File: src/rtl/xsf_pkg.sv
// Shared types, codes and helpers of the x86 status-flag unit.
package xsf_pkg;

  localparam int unsigned NumFlags = 9;
  localparam int unsigned FlagIdxW = 4;
  localparam int unsigned WordW    = 16;

  // Flag indexes into the internal flag vector
  localparam logic [FlagIdxW-1:0] FB_CF = 4'd0;
  localparam logic [FlagIdxW-1:0] FB_PF = 4'd1;
  localparam logic [FlagIdxW-1:0] FB_AF = 4'd2;
  localparam logic [FlagIdxW-1:0] FB_ZF = 4'd3;
  localparam logic [FlagIdxW-1:0] FB_SF = 4'd4;
  localparam logic [FlagIdxW-1:0] FB_TF = 4'd5;
  localparam logic [FlagIdxW-1:0] FB_IF = 4'd6;
  localparam logic [FlagIdxW-1:0] FB_DF = 4'd7;
  localparam logic [FlagIdxW-1:0] FB_OF = 4'd8;

  typedef enum logic [2:0] {
    REQ_ARITH    = 3'd0,
    REQ_WR_WORD  = 3'd1,
    REQ_WR_SZAPC = 3'd2,
    REQ_SZP      = 3'd3,
    REQ_ONE_FLAG = 3'd4,
    REQ_READ     = 3'd5
  } req_type_e;

  typedef enum logic [2:0] {
    OP_ADD = 3'd0,
    OP_ADC = 3'd1,
    OP_SUB = 3'd2,
    OP_SBB = 3'd3,
    OP_CMP = 3'd4
  } op_kind_e;

  typedef struct packed {
    logic [2:0]          req_type;
    logic [2:0]          op_kind;
    logic                wide;
    logic [WordW-1:0]    operand_a;
    logic [WordW-1:0]    operand_b;
    logic [WordW-1:0]    result_value;
    logic [5:0]          update_mask;
    logic [WordW-1:0]    flags_word;
    logic [FlagIdxW-1:0] flag_index;
    logic                flag_value;
  } req_t;

  // Place the flags at their x86 positions under the kept upper nibble
  function automatic logic [WordW-1:0] assemble(input logic [NumFlags-1:0] fl,
                                                input logic [3:0] nib);
    logic [WordW-1:0] w;
    w      = '0;
    w[15:12] = nib;
    w[11]  = fl[FB_OF];
    w[10]  = fl[FB_DF];
    w[9]   = fl[FB_IF];
    w[8]   = fl[FB_TF];
    w[7]   = fl[FB_SF];
    w[6]   = fl[FB_ZF];
    w[4]   = fl[FB_AF];
    w[2]   = fl[FB_PF];
    w[0]   = fl[FB_CF];
    return w;
  endfunction

endpackage

File: src/rtl/xsf_if.sv
// Valid/ready channels of the status-flag unit: request in, flags word out.
interface xsf_req_if;
  logic        valid;
  logic        ready;
  logic [2:0]  req_type;
  logic [2:0]  op_kind;
  logic        wide;
  logic [15:0] operand_a;
  logic [15:0] operand_b;
  logic [15:0] result_value;
  logic [5:0]  update_mask;
  logic [15:0] flags_word;
  logic [3:0]  flag_index;
  logic        flag_value;

  modport source (output valid, req_type, op_kind, wide, operand_a, operand_b,
                  result_value, update_mask, flags_word, flag_index, flag_value,
                  input ready);
  modport sink   (input valid, req_type, op_kind, wide, operand_a, operand_b,
                  result_value, update_mask, flags_word, flag_index, flag_value,
                  output ready);
endinterface

interface xsf_rsp_if;
  logic        valid;
  logic        ready;
  logic [15:0] flags_out;

  modport source (output valid, flags_out, input ready);
  modport sink   (input valid, flags_out, output ready);
endinterface

File: src/rtl/xsf_flag_calc.sv
// Next-state logic of the flag register for one request.
module xsf_flag_calc (
  input  xsf_pkg::req_t                        req_i,
  input  logic [xsf_pkg::NumFlags-1:0]         flags_i,
  input  logic [3:0]                           nibble_i,
  output logic [xsf_pkg::NumFlags-1:0]         flags_o,
  output logic [3:0]                           nibble_o
);

  logic [15:0] full;
  logic [15:0] a, b, r;
  logic        sa, sb, sr;
  logic        par_even;
  logic        cf, of, adder, known;

  always_comb begin
    full  = req_i.wide ? 16'hffff : 16'h00ff;
    a     = req_i.operand_a & full;
    b     = req_i.operand_b & full;
    r     = req_i.result_value & full;
    sa    = req_i.wide ? a[15] : a[7];
    sb    = req_i.wide ? b[15] : b[7];
    sr    = req_i.wide ? r[15] : r[7];
    par_even = ~(^r[7:0]);
    adder = (req_i.op_kind == xsf_pkg::OP_ADD) || (req_i.op_kind == xsf_pkg::OP_ADC);
    known = 1'b1;
    case (req_i.op_kind) inside
      xsf_pkg::OP_ADD: cf = (r < a) || (r < b);
      xsf_pkg::OP_ADC: cf = (r <= a);
      xsf_pkg::OP_SBB: cf = (a < r) || (b == full);
      xsf_pkg::OP_SUB, xsf_pkg::OP_CMP: cf = (a < b);
      default: begin
        cf    = 1'b0;
        known = 1'b0;
      end
    endcase
    of = adder ? ((sa == sb) && (sa != sr)) : ((sa != sb) && (sb == sr));
  end

  always_comb begin
    flags_o  = flags_i;
    nibble_o = nibble_i;
    unique case (req_i.req_type)
      xsf_pkg::REQ_ARITH: begin
        if (known) begin
          if (req_i.update_mask[0]) flags_o[xsf_pkg::FB_CF] = cf;
          if (req_i.update_mask[1]) flags_o[xsf_pkg::FB_PF] = par_even;
          if (req_i.update_mask[2]) flags_o[xsf_pkg::FB_AF] = a[4] ^ b[4] ^ r[4];
          if (req_i.update_mask[3]) flags_o[xsf_pkg::FB_ZF] = (r == 16'h0000);
          if (req_i.update_mask[4]) flags_o[xsf_pkg::FB_SF] = sr;
          if (req_i.update_mask[5]) flags_o[xsf_pkg::FB_OF] = of;
        end
      end
      xsf_pkg::REQ_WR_WORD: begin
        flags_o[xsf_pkg::FB_CF] = req_i.flags_word[0];
        flags_o[xsf_pkg::FB_PF] = req_i.flags_word[2];
        flags_o[xsf_pkg::FB_AF] = req_i.flags_word[4];
        flags_o[xsf_pkg::FB_ZF] = req_i.flags_word[6];
        flags_o[xsf_pkg::FB_SF] = req_i.flags_word[7];
        flags_o[xsf_pkg::FB_TF] = req_i.flags_word[8];
        flags_o[xsf_pkg::FB_IF] = req_i.flags_word[9];
        flags_o[xsf_pkg::FB_DF] = req_i.flags_word[10];
        flags_o[xsf_pkg::FB_OF] = req_i.flags_word[11];
        nibble_o = req_i.flags_word[15:12];
      end
      xsf_pkg::REQ_WR_SZAPC: begin
        flags_o[xsf_pkg::FB_SF] = req_i.flags_word[7];
        flags_o[xsf_pkg::FB_ZF] = req_i.flags_word[6];
        flags_o[xsf_pkg::FB_AF] = req_i.flags_word[4];
        flags_o[xsf_pkg::FB_PF] = req_i.flags_word[2];
        flags_o[xsf_pkg::FB_CF] = req_i.flags_word[0];
      end
      xsf_pkg::REQ_SZP: begin
        flags_o[xsf_pkg::FB_SF] = sr;
        flags_o[xsf_pkg::FB_ZF] = (r == 16'h0000);
        flags_o[xsf_pkg::FB_PF] = par_even;
      end
      xsf_pkg::REQ_ONE_FLAG: begin
        // Indexes past the overflow flag change nothing
        if (req_i.flag_index <= xsf_pkg::FB_OF) flags_o[req_i.flag_index] = req_i.flag_value;
      end
      default: begin
        flags_o  = flags_i;
      end
    endcase
  end

endmodule

File: src/rtl/x86_status_flags_unit_top.sv
// A request accepted into the input register shows its flags word from the result register.
// Throughput: one request per cycle while the result is not stalled; the flag state is written once per request
// as it leaves the input register, so the next request already sees it.
// A stalled result holds a full input register and the flag state.
// Reset clears all flags, the upper nibble and both valid bits.
module x86_status_flags_unit_top (
  input  logic       clk_i,
  input  logic       rst_ni,
  xsf_req_if.sink    req_i,
  xsf_rsp_if.source  rsp_o
);

  logic                          s1_valid_q;
  xsf_pkg::req_t                 s1_req_q;
  xsf_pkg::req_t                 in_req;
  logic                          out_valid_q;
  logic [15:0]                   flags_out_q;
  logic [xsf_pkg::NumFlags-1:0]  flag_bits_q, flag_bits_d;
  logic [3:0]                    nibble_q, nibble_d;
  logic                          advance;
  logic                          fire;

  assign in_req = '{req_type:     req_i.req_type,
                    op_kind:      req_i.op_kind,
                    wide:         req_i.wide,
                    operand_a:    req_i.operand_a,
                    operand_b:    req_i.operand_b,
                    result_value: req_i.result_value,
                    update_mask:  req_i.update_mask,
                    flags_word:   req_i.flags_word,
                    flag_index:   req_i.flag_index,
                    flag_value:   req_i.flag_value};

  // The input register moves on whenever the result register is free or drained
  assign advance     = !out_valid_q || rsp_o.ready;
  assign fire        = s1_valid_q && advance;
  assign req_i.ready = !s1_valid_q || advance;

  xsf_flag_calc u_calc (
    .req_i    (s1_req_q),
    .flags_i  (flag_bits_q),
    .nibble_i (nibble_q),
    .flags_o  (flag_bits_d),
    .nibble_o (nibble_d)
  );

  always_ff @(posedge clk_i or negedge rst_ni) begin
    if (!rst_ni) begin
      s1_valid_q  <= 1'b0;
      out_valid_q <= 1'b0;
      flag_bits_q <= '0;
      nibble_q    <= '0;
    end else begin
      if (req_i.ready) s1_valid_q <= req_i.valid;
      if (advance) out_valid_q <= s1_valid_q;
      if (fire) begin
        flag_bits_q <= flag_bits_d;
        nibble_q    <= nibble_d;
      end
    end
  end

  always_ff @(posedge clk_i) begin
    if (req_i.ready && req_i.valid) s1_req_q <= in_req;
    if (fire) flags_out_q <= xsf_pkg::assemble(flag_bits_d, nibble_d);
  end

  assign rsp_o.valid     = out_valid_q;
  assign rsp_o.flags_out = flags_out_q;

`ifndef SYNTHESIS
  // A stalled result freezes the flag state
  a_stall_holds_state: assert property (@(posedge clk_i) disable iff (!rst_ni)
    (out_valid_q && !rsp_o.ready) |=> ($stable(flag_bits_q) && $stable(nibble_q)))
    else $error("flag state changed while the result was stalled");

  // The upper nibble moves only on a whole-word write
  a_nibble_only_on_word: assert property (@(posedge clk_i) disable iff (!rst_ni)
    !$stable(nibble_q) |-> $past(fire && (s1_req_q.req_type == xsf_pkg::REQ_WR_WORD)))
    else $error("upper nibble changed without a word write");

  // A result beat carries the flag state left by its own request
  a_result_matches_state: assert property (@(posedge clk_i) disable iff (!rst_ni)
    fire |=> (out_valid_q && flags_out_q == xsf_pkg::assemble(flag_bits_q, nibble_q)))
    else $error("result word does not match the flag state");

  // Reserved bits of the flags word stay clear
  a_reserved_zero: assert property (@(posedge clk_i) disable iff (!rst_ni)
    out_valid_q |-> (!flags_out_q[5] && !flags_out_q[3] && !flags_out_q[1]))
    else $error("reserved flag bit set in result");
`endif

endmodule
File: src/flat_wrapper.sv
// flat-port wrapper written by rule: the top's interface ports become plain ports
module x86_status_flags_unit_top_flat 
  (clk_i, rst_ni, req_i_valid, req_i_req_type, req_i_op_kind, req_i_wide, req_i_operand_a, req_i_operand_b, req_i_result_value, req_i_update_mask, req_i_flags_word, req_i_flag_index, req_i_flag_value, req_i_ready, rsp_o_valid, rsp_o_flags_out, rsp_o_ready);
  xsf_req_if req_i_i ();
  xsf_rsp_if rsp_o_i ();
  input  logic clk_i;
  input  logic rst_ni;
  input wire logic [$bits(req_i_i.valid)-1:0] req_i_valid;
  input wire logic [$bits(req_i_i.req_type)-1:0] req_i_req_type;
  input wire logic [$bits(req_i_i.op_kind)-1:0] req_i_op_kind;
  input wire logic [$bits(req_i_i.wide)-1:0] req_i_wide;
  input wire logic [$bits(req_i_i.operand_a)-1:0] req_i_operand_a;
  input wire logic [$bits(req_i_i.operand_b)-1:0] req_i_operand_b;
  input wire logic [$bits(req_i_i.result_value)-1:0] req_i_result_value;
  input wire logic [$bits(req_i_i.update_mask)-1:0] req_i_update_mask;
  input wire logic [$bits(req_i_i.flags_word)-1:0] req_i_flags_word;
  input wire logic [$bits(req_i_i.flag_index)-1:0] req_i_flag_index;
  input wire logic [$bits(req_i_i.flag_value)-1:0] req_i_flag_value;
  output wire logic [$bits(req_i_i.ready)-1:0] req_i_ready;
  output wire logic [$bits(rsp_o_i.valid)-1:0] rsp_o_valid;
  output wire logic [$bits(rsp_o_i.flags_out)-1:0] rsp_o_flags_out;
  input wire logic [$bits(rsp_o_i.ready)-1:0] rsp_o_ready;
  assign req_i_i.valid = req_i_valid;
  assign req_i_i.req_type = req_i_req_type;
  assign req_i_i.op_kind = req_i_op_kind;
  assign req_i_i.wide = req_i_wide;
  assign req_i_i.operand_a = req_i_operand_a;
  assign req_i_i.operand_b = req_i_operand_b;
  assign req_i_i.result_value = req_i_result_value;
  assign req_i_i.update_mask = req_i_update_mask;
  assign req_i_i.flags_word = req_i_flags_word;
  assign req_i_i.flag_index = req_i_flag_index;
  assign req_i_i.flag_value = req_i_flag_value;
  assign req_i_ready = req_i_i.ready;
  assign rsp_o_valid = rsp_o_i.valid;
  assign rsp_o_flags_out = rsp_o_i.flags_out;
  assign rsp_o_i.ready = rsp_o_ready;
  x86_status_flags_unit_top u_core (.clk_i(clk_i), .rst_ni(rst_ni), .req_i(req_i_i), .rsp_o(rsp_o_i));
endmodule
File: config.mk
export PLATFORM = sky130hd
export DESIGN_NAME = x86_status_flags_unit_top_flat
export DESIGN_NICKNAME = d
export VERILOG_FILES = /design/src/rtl/xsf_pkg.sv /design/src/rtl/xsf_if.sv /design/src/rtl/xsf_flag_calc.sv /design/src/rtl/x86_status_flags_unit_top.sv /design/src/flat_wrapper.sv
export SDC_FILE = /design/constraint.sdc
export NUM_CORES = 1
export LEC_CHECK = 0
export BUFFER_PORTS_ARGS = -buffer_cell sky130_fd_sc_hd__buf_2
export CAP_MARGIN = 20
export CORE_MARGIN = 2
export CORE_UTILIZATION = 40
export CTS_CLUSTER_DIAMETER = 200
export DETAILED_ROUTE_END_ITERATION = 7
export PLACE_DENSITY_LB_ADDON = 0.25
export SYNTH_ARGS = -nofsm -noshare
export SYNTH_HDL_FRONTEND = slang
export SYNTH_SLANG_ARGS = --single-unit
File: constraint.sdc
create_clock -name clk_i -period 5.6 [get_ports clk_i]
set_clock_uncertainty 0.05 [all_clocks]
set_input_delay 0 -clock clk_i [delete_from_list [all_inputs] [get_ports clk_i]]
set_output_delay 0 -clock clk_i [all_outputs]
set_load 0.1 [all_outputs]
==> results of run 1 <==
metal layers:
| metal | share of wire, % | track usage, % | wire [um] |
|---|---|---|---|
| met1 | 44 | 20.93 | 5580 |
| met3 | 3.5 | 4.322 | 447 |
| met5 | 0 | 0 | 0 |
| met2 | 50 | 30.66 | 6346 |
| met4 | 2.1 | 7.184 | 259 |
stage by stage:
stage / utilization [%] / area, sq um / hold slack [ps] / total power, W / worst slack, ps
2_1_floorplan: - / 5599 / -345.6 / 0.001375 / 1401
3_3_place_gp: 45.13 / 6216 / -105.8 / 0.001470 / 2910
3_5_place_dp: 45.13 / 6216 / -103.2 / 0.001484 / 2892
4_1_cts: 53.17 / 7323 / 57.05 / 0.002127 / 2873
5_1_grt: 53.17 / 7323 / 83.47 / 0.002215 / 2608
6_report: 53.17 / 7323 / 52.78 / 0.002111 / 2854
flip-flops by register name, indices dropped and copies added (netlist names):
| signal | flops |
|---|---|
| u_core.rsp_o.valid | 1 |
| u_core.s1_valid_q | 1 |
| u_core.rsp_o.flags_out | 13 |
| u_core.nibble_q | 4 |
| u_core.flag_bits_q | 9 |
| u_core.s1_req_q | 79 |
area by class of cell:
class | count | area [sq um] | area share (%)
clock buffer | 9 | 225.2 | 3.075
clock inverter | 7 | 51.30 | 0.7005
inverter | 25 | 93.84 | 1.281
multi-input combinational | 327 | 2266 | 30.94
sequential | 107 | 3138 | 42.85
tap | 180 | 225.2 | 3.075
timing repair buffer | 181 | 1324 | 18.08
worst max-delay path: cells and delay by family, from the launching register on:
kind | cells | cell delay, ps
AO/OA/AOI/OAI | 3 | 750
adder cells (fa/ha/maj) | 1 | 290
buffers and inverters | 2 | 340
flip-flops | 1 | 320
multiplexers | 1 | 150
AND/OR/NAND/NOR | 3 | 580
path summary, 6_finish.rpt:
| kind | to | startpoint | cells past startpoint | slack (ps) |
|---|---|---|---|---|
| setup / recovery | u_core.rsp_o.flags_out[0]$_DFFE_PP_ | u_core.s1_req_q[75]$_DFFE_PP_ | 10 | 2850 |
| hold / removal | u_core.flag_bits_q[2]$_DFFE_PN0P_ | rst_ni | 2 | 50 |
| setup reg to reg | u_core.rsp_o.flags_out[0]$_DFFE_PP_ | u_core.s1_req_q[75]$_DFFE_PP_ | 10 | 2850 |
| hold reg to reg | u_core.nibble_q[1]$_DFFE_PN0P_ | u_core.nibble_q[1]$_DFFE_PN0P_ | 2 | 430 |
| max in group asynchronous | u_core.rsp_o.valid$_DFFE_PN0P_ | rst_ni | 2 | 5170 |
| min in group clk_i | u_core.s1_req_q[37]$_DFFE_PP_ | req_i_result_value[10] | 2 | 290 |
report_power, final:
part,leakage (nW),internal (W),switching [W]
combinational,1.83,0.000185,0.000301
sequential,1.07,0.000967,0.0000589
clock,0.134,0.000305,0.000294
total,3.03,0.00146,0.000653
kinds of logic after synthesis:
logic type	share of synthesized area (%)
other	0.06706
AO/OA/AOI/OAI	10.81
flip-flops	56.12
buffers and inverters	3.535
AND/OR/NAND/NOR	15.15
XOR/XNOR	1.410
multiplexers	2.439
adder cells (fa/ha/maj)	10.47
placed cells by master, fill, tap and decap left out, types with 15 or more instances in the layout:
cell type and count:
nand2_1 66, buf_2 97, edfxtp_1 92, nor2_1 20, dlygate4sd3_1 83, ha_1 46, inv_1 24, dfrtp_1 15
a21oi_1 24
==> impl_metrics.toml, run 1 <==
[run_status]
status = "finished, final reports clean"

[sta]
finalMaxSlewViolations = 0
layout_min_cycle_time_ps = 2746
setup_tns_ps = 0
worstMarginPinSlew_ps = 1027
report.final.hold_viol_count = 0
rsz0062_at_grt = "no"
period_share_pct = 49.04
finalSetupViolCount = 0
fmax_mhz = 364.1
relSlewSlack_pct = 31.52

[yosys]
syn_inst = 476
yosys.area.top_type = "edfxtp_1"
syn_area_sq_mm = 0.005592
synth_top_area_share_pct = 49.41
ys_top_cells_by_count = "92 x edfxtp_1, 66 x nand2_1, 46 x ha_1, 24 x a21oi_1, 24 x inv_1"
ys_seq_area_share_pct = 56.12
synth_area_per_cell_sq_um = 11.75
synth_edf_count = 92
async_flop_share_pct = 14.02
yosys-top-cells-area = "edfxtp_1 49%, ha_1 10%, dfrtp_1 6.7%"
yosysWarnings = 0
ys.flop_type = "edfxtp_1"
synth.distinct_cells = 63
ys_ff_latch = 107
synth_most_common_cell = "edfxtp_1"

[clock_network]
cts_tree = "built"
postCtsHoldBufs = 83
ctsRootBufferMaster = "clkbuf_16"
cts-resized-gates = 0
post-cts-setup-buffers = 0
cts_buffer_depth = 2
cts.sinks = 107
cts-buffers-inserted = 9
clk_pin_slew_ps = 70
htreeDepth = 3
clock_latency_ps = 360

[power_and_ir_drop]
p_leak_nw = 3.031
power_density_mw_per_mm2 = 288.2
irDropWorstVdd_v = 0.0002102

[placement]
dpl.hpwl_um = 8686
portBuffers = 97
place_inst = 737
globalplace.congestion = 0.8500

[global_route]
grt_usage_pct = 17.65
grt_pass1_wl_um = 20200
gr-total-overflow = 0
antenna_found_initial = 0
grt_pass1_vias = 4298
grt_max_degree = 80

[setup_path]
cp-end-kind = "flip-flop"
worstSetupStartpointType = "flip-flop"
worstSetupPathType = "flip-flop to flip-flop"
required_ps = 5650
critPathMaxStageDelay_ps = 320
path_max_fanout = 34
cp_slowest_cell = "edfxtp_1"
cp.arrival_ps = 2800
crit_chain = "buf_4 > and2_1 > inv_1 > ha_1 > nand2_1 > nor3_1 > a41oi_1 > o21ai_0 > mux2i_1 > o31a_1"

[route]
first_pass_iters = 4
vias = 4242
drc = 0
drt_iter0_drc = 158
ant_nets = 0
wirelength_um = 12630
routed_via_density = 5.074
wl_per_cell_um = 15.11

[floorplanning]
fp.dieArea_sq_mm = 0.01494
core_area_sq_mm = 0.01377
ios = 104
initial_core_util_pct = 40.60
num_rows = 43
fp.dieW_um = 122.2
die_height_um = 122.2

[finish]
diodes = 0
fillCellCount = 1197
final_nets = 783
drive_gt1_share_pct = 19.51
area.growth.synth_to_final_pct = 30.97
final_cells = 836

[run]
maxCapViolations = 0

[worst_hold_path]
hold_class = "input pin to async pin"
Note: power is estimated with default switching activity, not from simulation.
==> run 2: changes to the inputs <==
Clock period 5.6 ns to 2.2 ns, I/O delays scaled along.
==> run 2 against run 1 <==
The run now ends with setup timing left; sequential share of layout area shrank 3.3 points; worst hold slack gained 14 ps; critical path depth shrank 1; total power grew to 2.7 times the previous value; fmax grew 14%; wire length grew 4.9%; global-route usage grew 1.1 points; via count grew 3.3%; first-iteration DRC count grew 32%; critical path type unchanged; clock power grew to 2.7 times the previous value; combinational power grew to 2.9 times the previous value; sequential power grew to 2.5 times the previous value.
==> impl_metrics.toml, run 2 (synthesis results as in run 1) <==
[finish]
final_common_cell = "buf_2"
final_nets = 838
largest_register_ffs = 79
final_cells = 891
final_cell_mix = "97 x buf_2, 92 x edfxtp_1, 83 x dlygate4sd3_1"
diodes = 0
largest-register = "u_core.s1_req_q"
fillCellCount = 1131
drive_gt1_share_pct = 29.25
area.growth.synth_to_final_pct = 42.18

[global_route]
antenna_found_initial = 0
grt_usage_pct = 18.79
grt_pass1_vias = 4504
gr-total-overflow = 0
grt_pass1_wl_um = 21370
grt_max_degree = 80

[route]
routed_via_density = 4.920
vias = 4384
wirelength_um = 13260
first_pass_iters = 4
wl_per_cell_um = 14.88
drc = 0
drt_iter0_drc = 208
ant_nets = 0

[floorplanning]
die_height_um = 122.2
ios = 104
core_area_sq_mm = 0.01377
num_rows = 43
fp.dieArea_sq_mm = 0.01494
initial_core_util_pct = 40.60
fp.dieW_um = 122.2

[power_and_ir_drop]
p_leak_nw = 3.354
netSwitchingFraction_pct = 29.95
pwr-share-comb_pct = 25.3
irDropWorstVdd_v = 0.0005117
p_switching_w = 0.001681
p_int_w = 0.003932
power_density_mw_per_mm2 = 706.0
power_frac_seq_pct = 46.1
p_clk_share_pct = 28.6

[setup_path]
path_max_fanout = 14
required_ps = 2260
cp.arrival_ps = 2470
worstSetupPathType = "flip-flop to flip-flop"
cp-end-kind = "flip-flop"
r2r_slack_ps = -210
worstSetupStartpointType = "flip-flop"

[worst_hold_path]
hold_class = "input pin to async pin"

[run_status]
violations = "setup timing"
status = "finished, violations left"

[placement]
portBuffers = 97
dpl.hpwl_um = 9313
globalplace.congestion = 0.7785
place_inst = 789
pre_cts_slack_ps = -265.4

[clock_network]
cts-buffers-inserted = 9
htreeDepth = 3
clk_pin_slew_ps = 70
ctsRootBufferMaster = "clkbuf_16"
cts.sinks = 107
cts_buffer_depth = 2
clock_latency_ps = 350
cts_tree = "built"

[sta]
fmax_mhz = 414.1
finalMaxSlewViolations = 0
fin_ws_ps = -214.7
finalSetupViolCount = 3
relSlewSlack_pct = 65.05
period_share_pct = 109.8
rsz0062_at_grt = "yes"
worstMarginPinSlew_ps = 523.0
layout_min_cycle_time_ps = 2415
report.final.hold_viol_count = 0

[run]
maxCapViolations = 0
==> run 2: power groups by stage <==
stage                     Sequential [W]  Combinational, W  Clock [W]
after floorplan                  0.00289          0.000632          0
final                            0.00259           0.00142    0.00161
after CTS                        0.00258           0.00138    0.00166
after global placement           0.00262           0.00123          0
after detailed placement         0.00263           0.00126          0
after global routing             0.00261           0.00155    0.00173
==> run 2: path summary, 6_finish.rpt <==
check | startpoint | to | cells past startpoint
max reg2reg | u_core.s1_req_q[75]$_DFFE_PP_ | u_core.rsp_o.flags_out[0]$_DFFE_PP_ | 9
max in group asynchronous | rst_ni | u_core.rsp_o.valid$_DFFE_PN0P_ | 2
max | u_core.s1_req_q[75]$_DFFE_PP_ | u_core.rsp_o.flags_out[0]$_DFFE_PP_ | 9
min in group clk_i | req_i_result_value[5] | u_core.s1_req_q[32]$_DFFE_PP_ | 2
min reg2reg | u_core.nibble_q[1]$_DFFE_PN0P_ | u_core.nibble_q[1]$_DFFE_PN0P_ | 2
min | rst_ni | u_core.flag_bits_q[8]$_DFFE_PN0P_ | 2
==> run 2: area by class of cell <==
| cell class | instances | area, sq um | share of cell area, % |
|---|---|---|---|
| well taps | 180 | 225.2 | 2.833 |
| inverters | 25 | 93.84 | 1.180 |
| flip-flops and latches | 107 | 3142 | 39.52 |
| clock buffers | 10 | 229.0 | 2.880 |
| multi-input cells | 327 | 2416 | 30.39 |
| clock inverters | 6 | 65.06 | 0.8184 |
| repair buffers | 236 | 1779 | 22.38 |
==> run 2: repair_timing <==
item,CTS,global route
hold buffers,83,0
resized for setup,6,18
buffers inserted,0,2
cloned,0,1
pin swaps,0,4
hold endpoints to repair,96,0
setup endpoints to repair,3,9
==> run 2: worst max-delay path, cell delays in order, from the launching register on <==
cell and delay [ps]:
edfxtp_1 430, buf_4 170, clkbuf_16 160, and2_1 140
ha_1 290, nand4_1 130, a2111oi_2 310, buf_4 170
o2bb2ai_2 80, o31a_1 240
==> run 2: through the flow <==
stage / setup TNS (ps) / total power [W] / cell area [sq um] / hold slack [ps] / util (%)
floorplan: -37800 / 0.003517 / 5683 / -345.6 / -
global placement: -344.6 / 0.003853 / 6685 / -110.3 / 48.54
detailed placement: -413.5 / 0.003882 / 6685 / -104.0 / 48.54
CTS: -368.2 / 0.005626 / 7829 / 58.31 / 56.84
global route: -785.2 / 0.005895 / 7950 / 74.74 / 57.72
finish: -436.3 / 0.005613 / 7950 / 66.48 / 57.72
==> run 2: routing by layer <==
layer / wire length (um) / track usage [%] / vias to the layer above
li1: - / - / 2216
met1: 5777 / 22.95 / 2034
met2: 6749 / 32.78 / 120
met3: 577 / 5.112 / 14
met4: 153 / 5.029 / 0
met5: 0 / 0 / -
==> run 3: changes to the inputs <==
Settings changed: SYNTH_HIERARCHICAL set to 1.
==> run 3 against run 2 <==
The flow still finishes with violations (setup timing); sequential share of layout area fell by 1.3 points; synthesized cell count is 8.8% lower; worst hold slack got worse by 27 ps; first-iteration DRC count up 0.96%; final cell count down 1.7%.
==> impl_metrics.toml, run 3 <==
[run_status]
status = "finished, violations left"
violations = "setup timing"

[finish]
multi_input_area_sq_mm = 0.002456
largest-register = "u_core/s1_req_q"
final_common_cell = "buf_2"
area.growth.synth_to_final_pct = 50.84
diodes = 0
final_cells = 876
utilization_pct = 61.88
final_cell_mix = "97 x buf_2, 92 x edfxtp_1, 82 x dlygate4sd3_1"
drive_gt1_share_pct = 39.00
final_nets = 827
fillCellCount = 1070
largest_register_ffs = 79
fin_area_sq_mm = 0.008227
seqCellArea_sq_mm = 0.003142

[global_route]
antenna_found_initial = 0
grt_pass1_vias = 4701
grt_pass1_wl_um = 22780
grt_max_degree = 80
grt_usage_pct = 20.36
gr-total-overflow = 0

[yosys]
syn_inst = 434
synth_area_per_cell_sq_um = 12.57
syn_area_sq_mm = 0.005454
yosysWarnings = 6

[power_and_ir_drop]
irDropWorstVdd_v = 0.0004593
p_leak_nw = 3.541
p_switching_w = 0.001811
p_int_w = 0.004152
power_frac_seq_pct = 44.7
p_clk_share_pct = 26.9
pwr-share-comb_pct = 28.4
netSwitchingFraction_pct = 30.37
power_density_mw_per_mm2 = 724.9

[sta]
finalSetupViolCount = 2
fin_ws_ps = -480.5
relSlewSlack_pct = 57.85
period_share_pct = 121.8
hold_ws_ps = 39.92
worstMarginPinSlew_ps = 624.3
layout_min_cycle_time_ps = 2680
report.final.hold_viol_count = 0
rsz0062_at_grt = "yes"
fmax_mhz = 373.1
finalMaxSlewViolations = 0

[clock_network]
cts.sinks = 107
cts-buffers-inserted = 9
htreeDepth = 3
ctsRootBufferMaster = "clkbuf_16"
clk_pin_slew_ps = 70
cts_buffer_depth = 2
clock_latency_ps = 350
cts_tree = "built"

[run]
maxCapViolations = 0

[setup_path]
cp-end-kind = "flip-flop"
critPathMaxStageDelay_ps = 380
path_max_fanout = 6
required_ps = 2390
cpLargestDelayFamily = "compound AO/OA/AOI/OAI gates"
worstSetupPathType = "flip-flop to flip-flop"
cp.arrival_ps = 2870
crit_chain = "buf_6 > buf_12 > and2_4 > ha_4 > a21o_1 > a21oi_2 > o21ai_2 > a211oi_2 > mux2i_1 > a311oi_2 > o41ai_2 > mux2_4"
cp_slowest_cell = "edfxtp_1"
worstSetupStartpointType = "flip-flop"
critPathBufInv = 2

[placement]
globalplace.congestion = 0.8603
place_area_sq_mm = 0.006754
place_inst = 772
dpl.hpwl_um = 9688
portBuffers = 97
pre_cts_slack_ps = -517.9

[route]
first_pass_iters = 4
wirelength_um = 14020
ant_nets = 0
vias = 4342
drt_iter0_drc = 210
routed_via_density = 4.957
wl_per_cell_um = 16.00
drc = 0

[floorplanning]
die_height_um = 120.8
initial_core_util_pct = 41.02
fp.dieArea_sq_mm = 0.01459
fp.dieW_um = 120.8
core_area_sq_mm = 0.01330
num_rows = 42
ios = 104

[worst_hold_path]
hold_class = "input pin to async pin"
[run 3: changes by cell type in the layout (fill, tap and decap cells not counted), moves of 9 or more]
cell / previous run / this run
mux2_4: 2 / 11
nand2b_1: 12 / 3
nor2b_1: 11 / 2
nand2_1: 64 / 32
buf_4: 53 / 78
[run 3: repair_timing]
item / 4_1_cts / 5_1_grt
hold endpoints to repair: 95 / 0
gates resized for setup: 35 / 23
hold buffers: 82 / 0
pin swaps: 16 / 14
buffers inserted: 5 / 0
gates cloned: 2 / 0
setup endpoints to repair: 5 / 6
[run 3: final timing paths]
| check | to | start | slack (ps) | cells past startpoint |
|---|---|---|---|---|
| worst max-delay path | u_core/flag_bits_q[0]$_DFFE_PN0P_ | u_core/s1_req_q[75]$_DFFE_PP_ | -480 | 12 |
| worst min-delay path | u_core/flag_bits_q[1]$_DFFE_PN0P_ | rst_ni | 40 | 2 |
| worst max register to register | u_core/flag_bits_q[0]$_DFFE_PN0P_ | u_core/s1_req_q[75]$_DFFE_PP_ | -480 | 12 |
| worst min register to register | u_core/nibble_q[3]$_DFFE_PN0P_ | u_core/nibble_q[3]$_DFFE_PN0P_ | 460 | 1 |
| max in group asynchronous | u_core/rsp_o.valid$_DFFE_PN0P_ | rst_ni | 1740 | 2 |
| min in group clk_i | u_core/rsp_o.valid$_DFFE_PN0P_ | rsp_o_ready | 40 | 3 |
[run 3: power by group through the flow]
stage / clock network (W) / logic [W] / registers (W)
after floorplan: 0 / 0.000695 / 0.00302
after global placement: 0 / 0.00142 / 0.00269
after detailed placement: 0 / 0.00146 / 0.00270
after CTS: 0.00165 / 0.00166 / 0.00266
after global routing: 0.00173 / 0.00183 / 0.00269
final: 0.00160 / 0.00169 / 0.00266
[run 3: cell type report]
class / instances / area share, %
Multi-Input combinational cell: 284 / 29.86
Tap cell: 176 / 2.677
Inverter: 30 / 1.369
Sequential cell: 107 / 38.19
Clock inverter: 5 / 0.7452
Timing Repair Buffer: 263 / 24.33
Clock buffer: 11 / 2.829
[run 3: per-layer routing]
layer	vias to the layer above	part of all wire, %	global-route usage [%]
met5	-	0	0
met4	0	1.9	7.340
met3	20	3.3	3.821
met2	102	52	37.08
met1	2066	43	23.79
li1	2154	-	-
[run 3: through the flow]
| step | setup TNS [ps] | total power [W] |
|---|---|---|
| 6_report | -887.1 | 0.005963 |
| 5_1_grt | -1118 | 0.006249 |
| 4_1_cts | -890.8 | 0.005966 |
| 3_3_place_gp | -884.1 | 0.004114 |
| 2_1_floorplan | -39130 | 0.003714 |
| 3_5_place_dp | -1261 | 0.004158 |
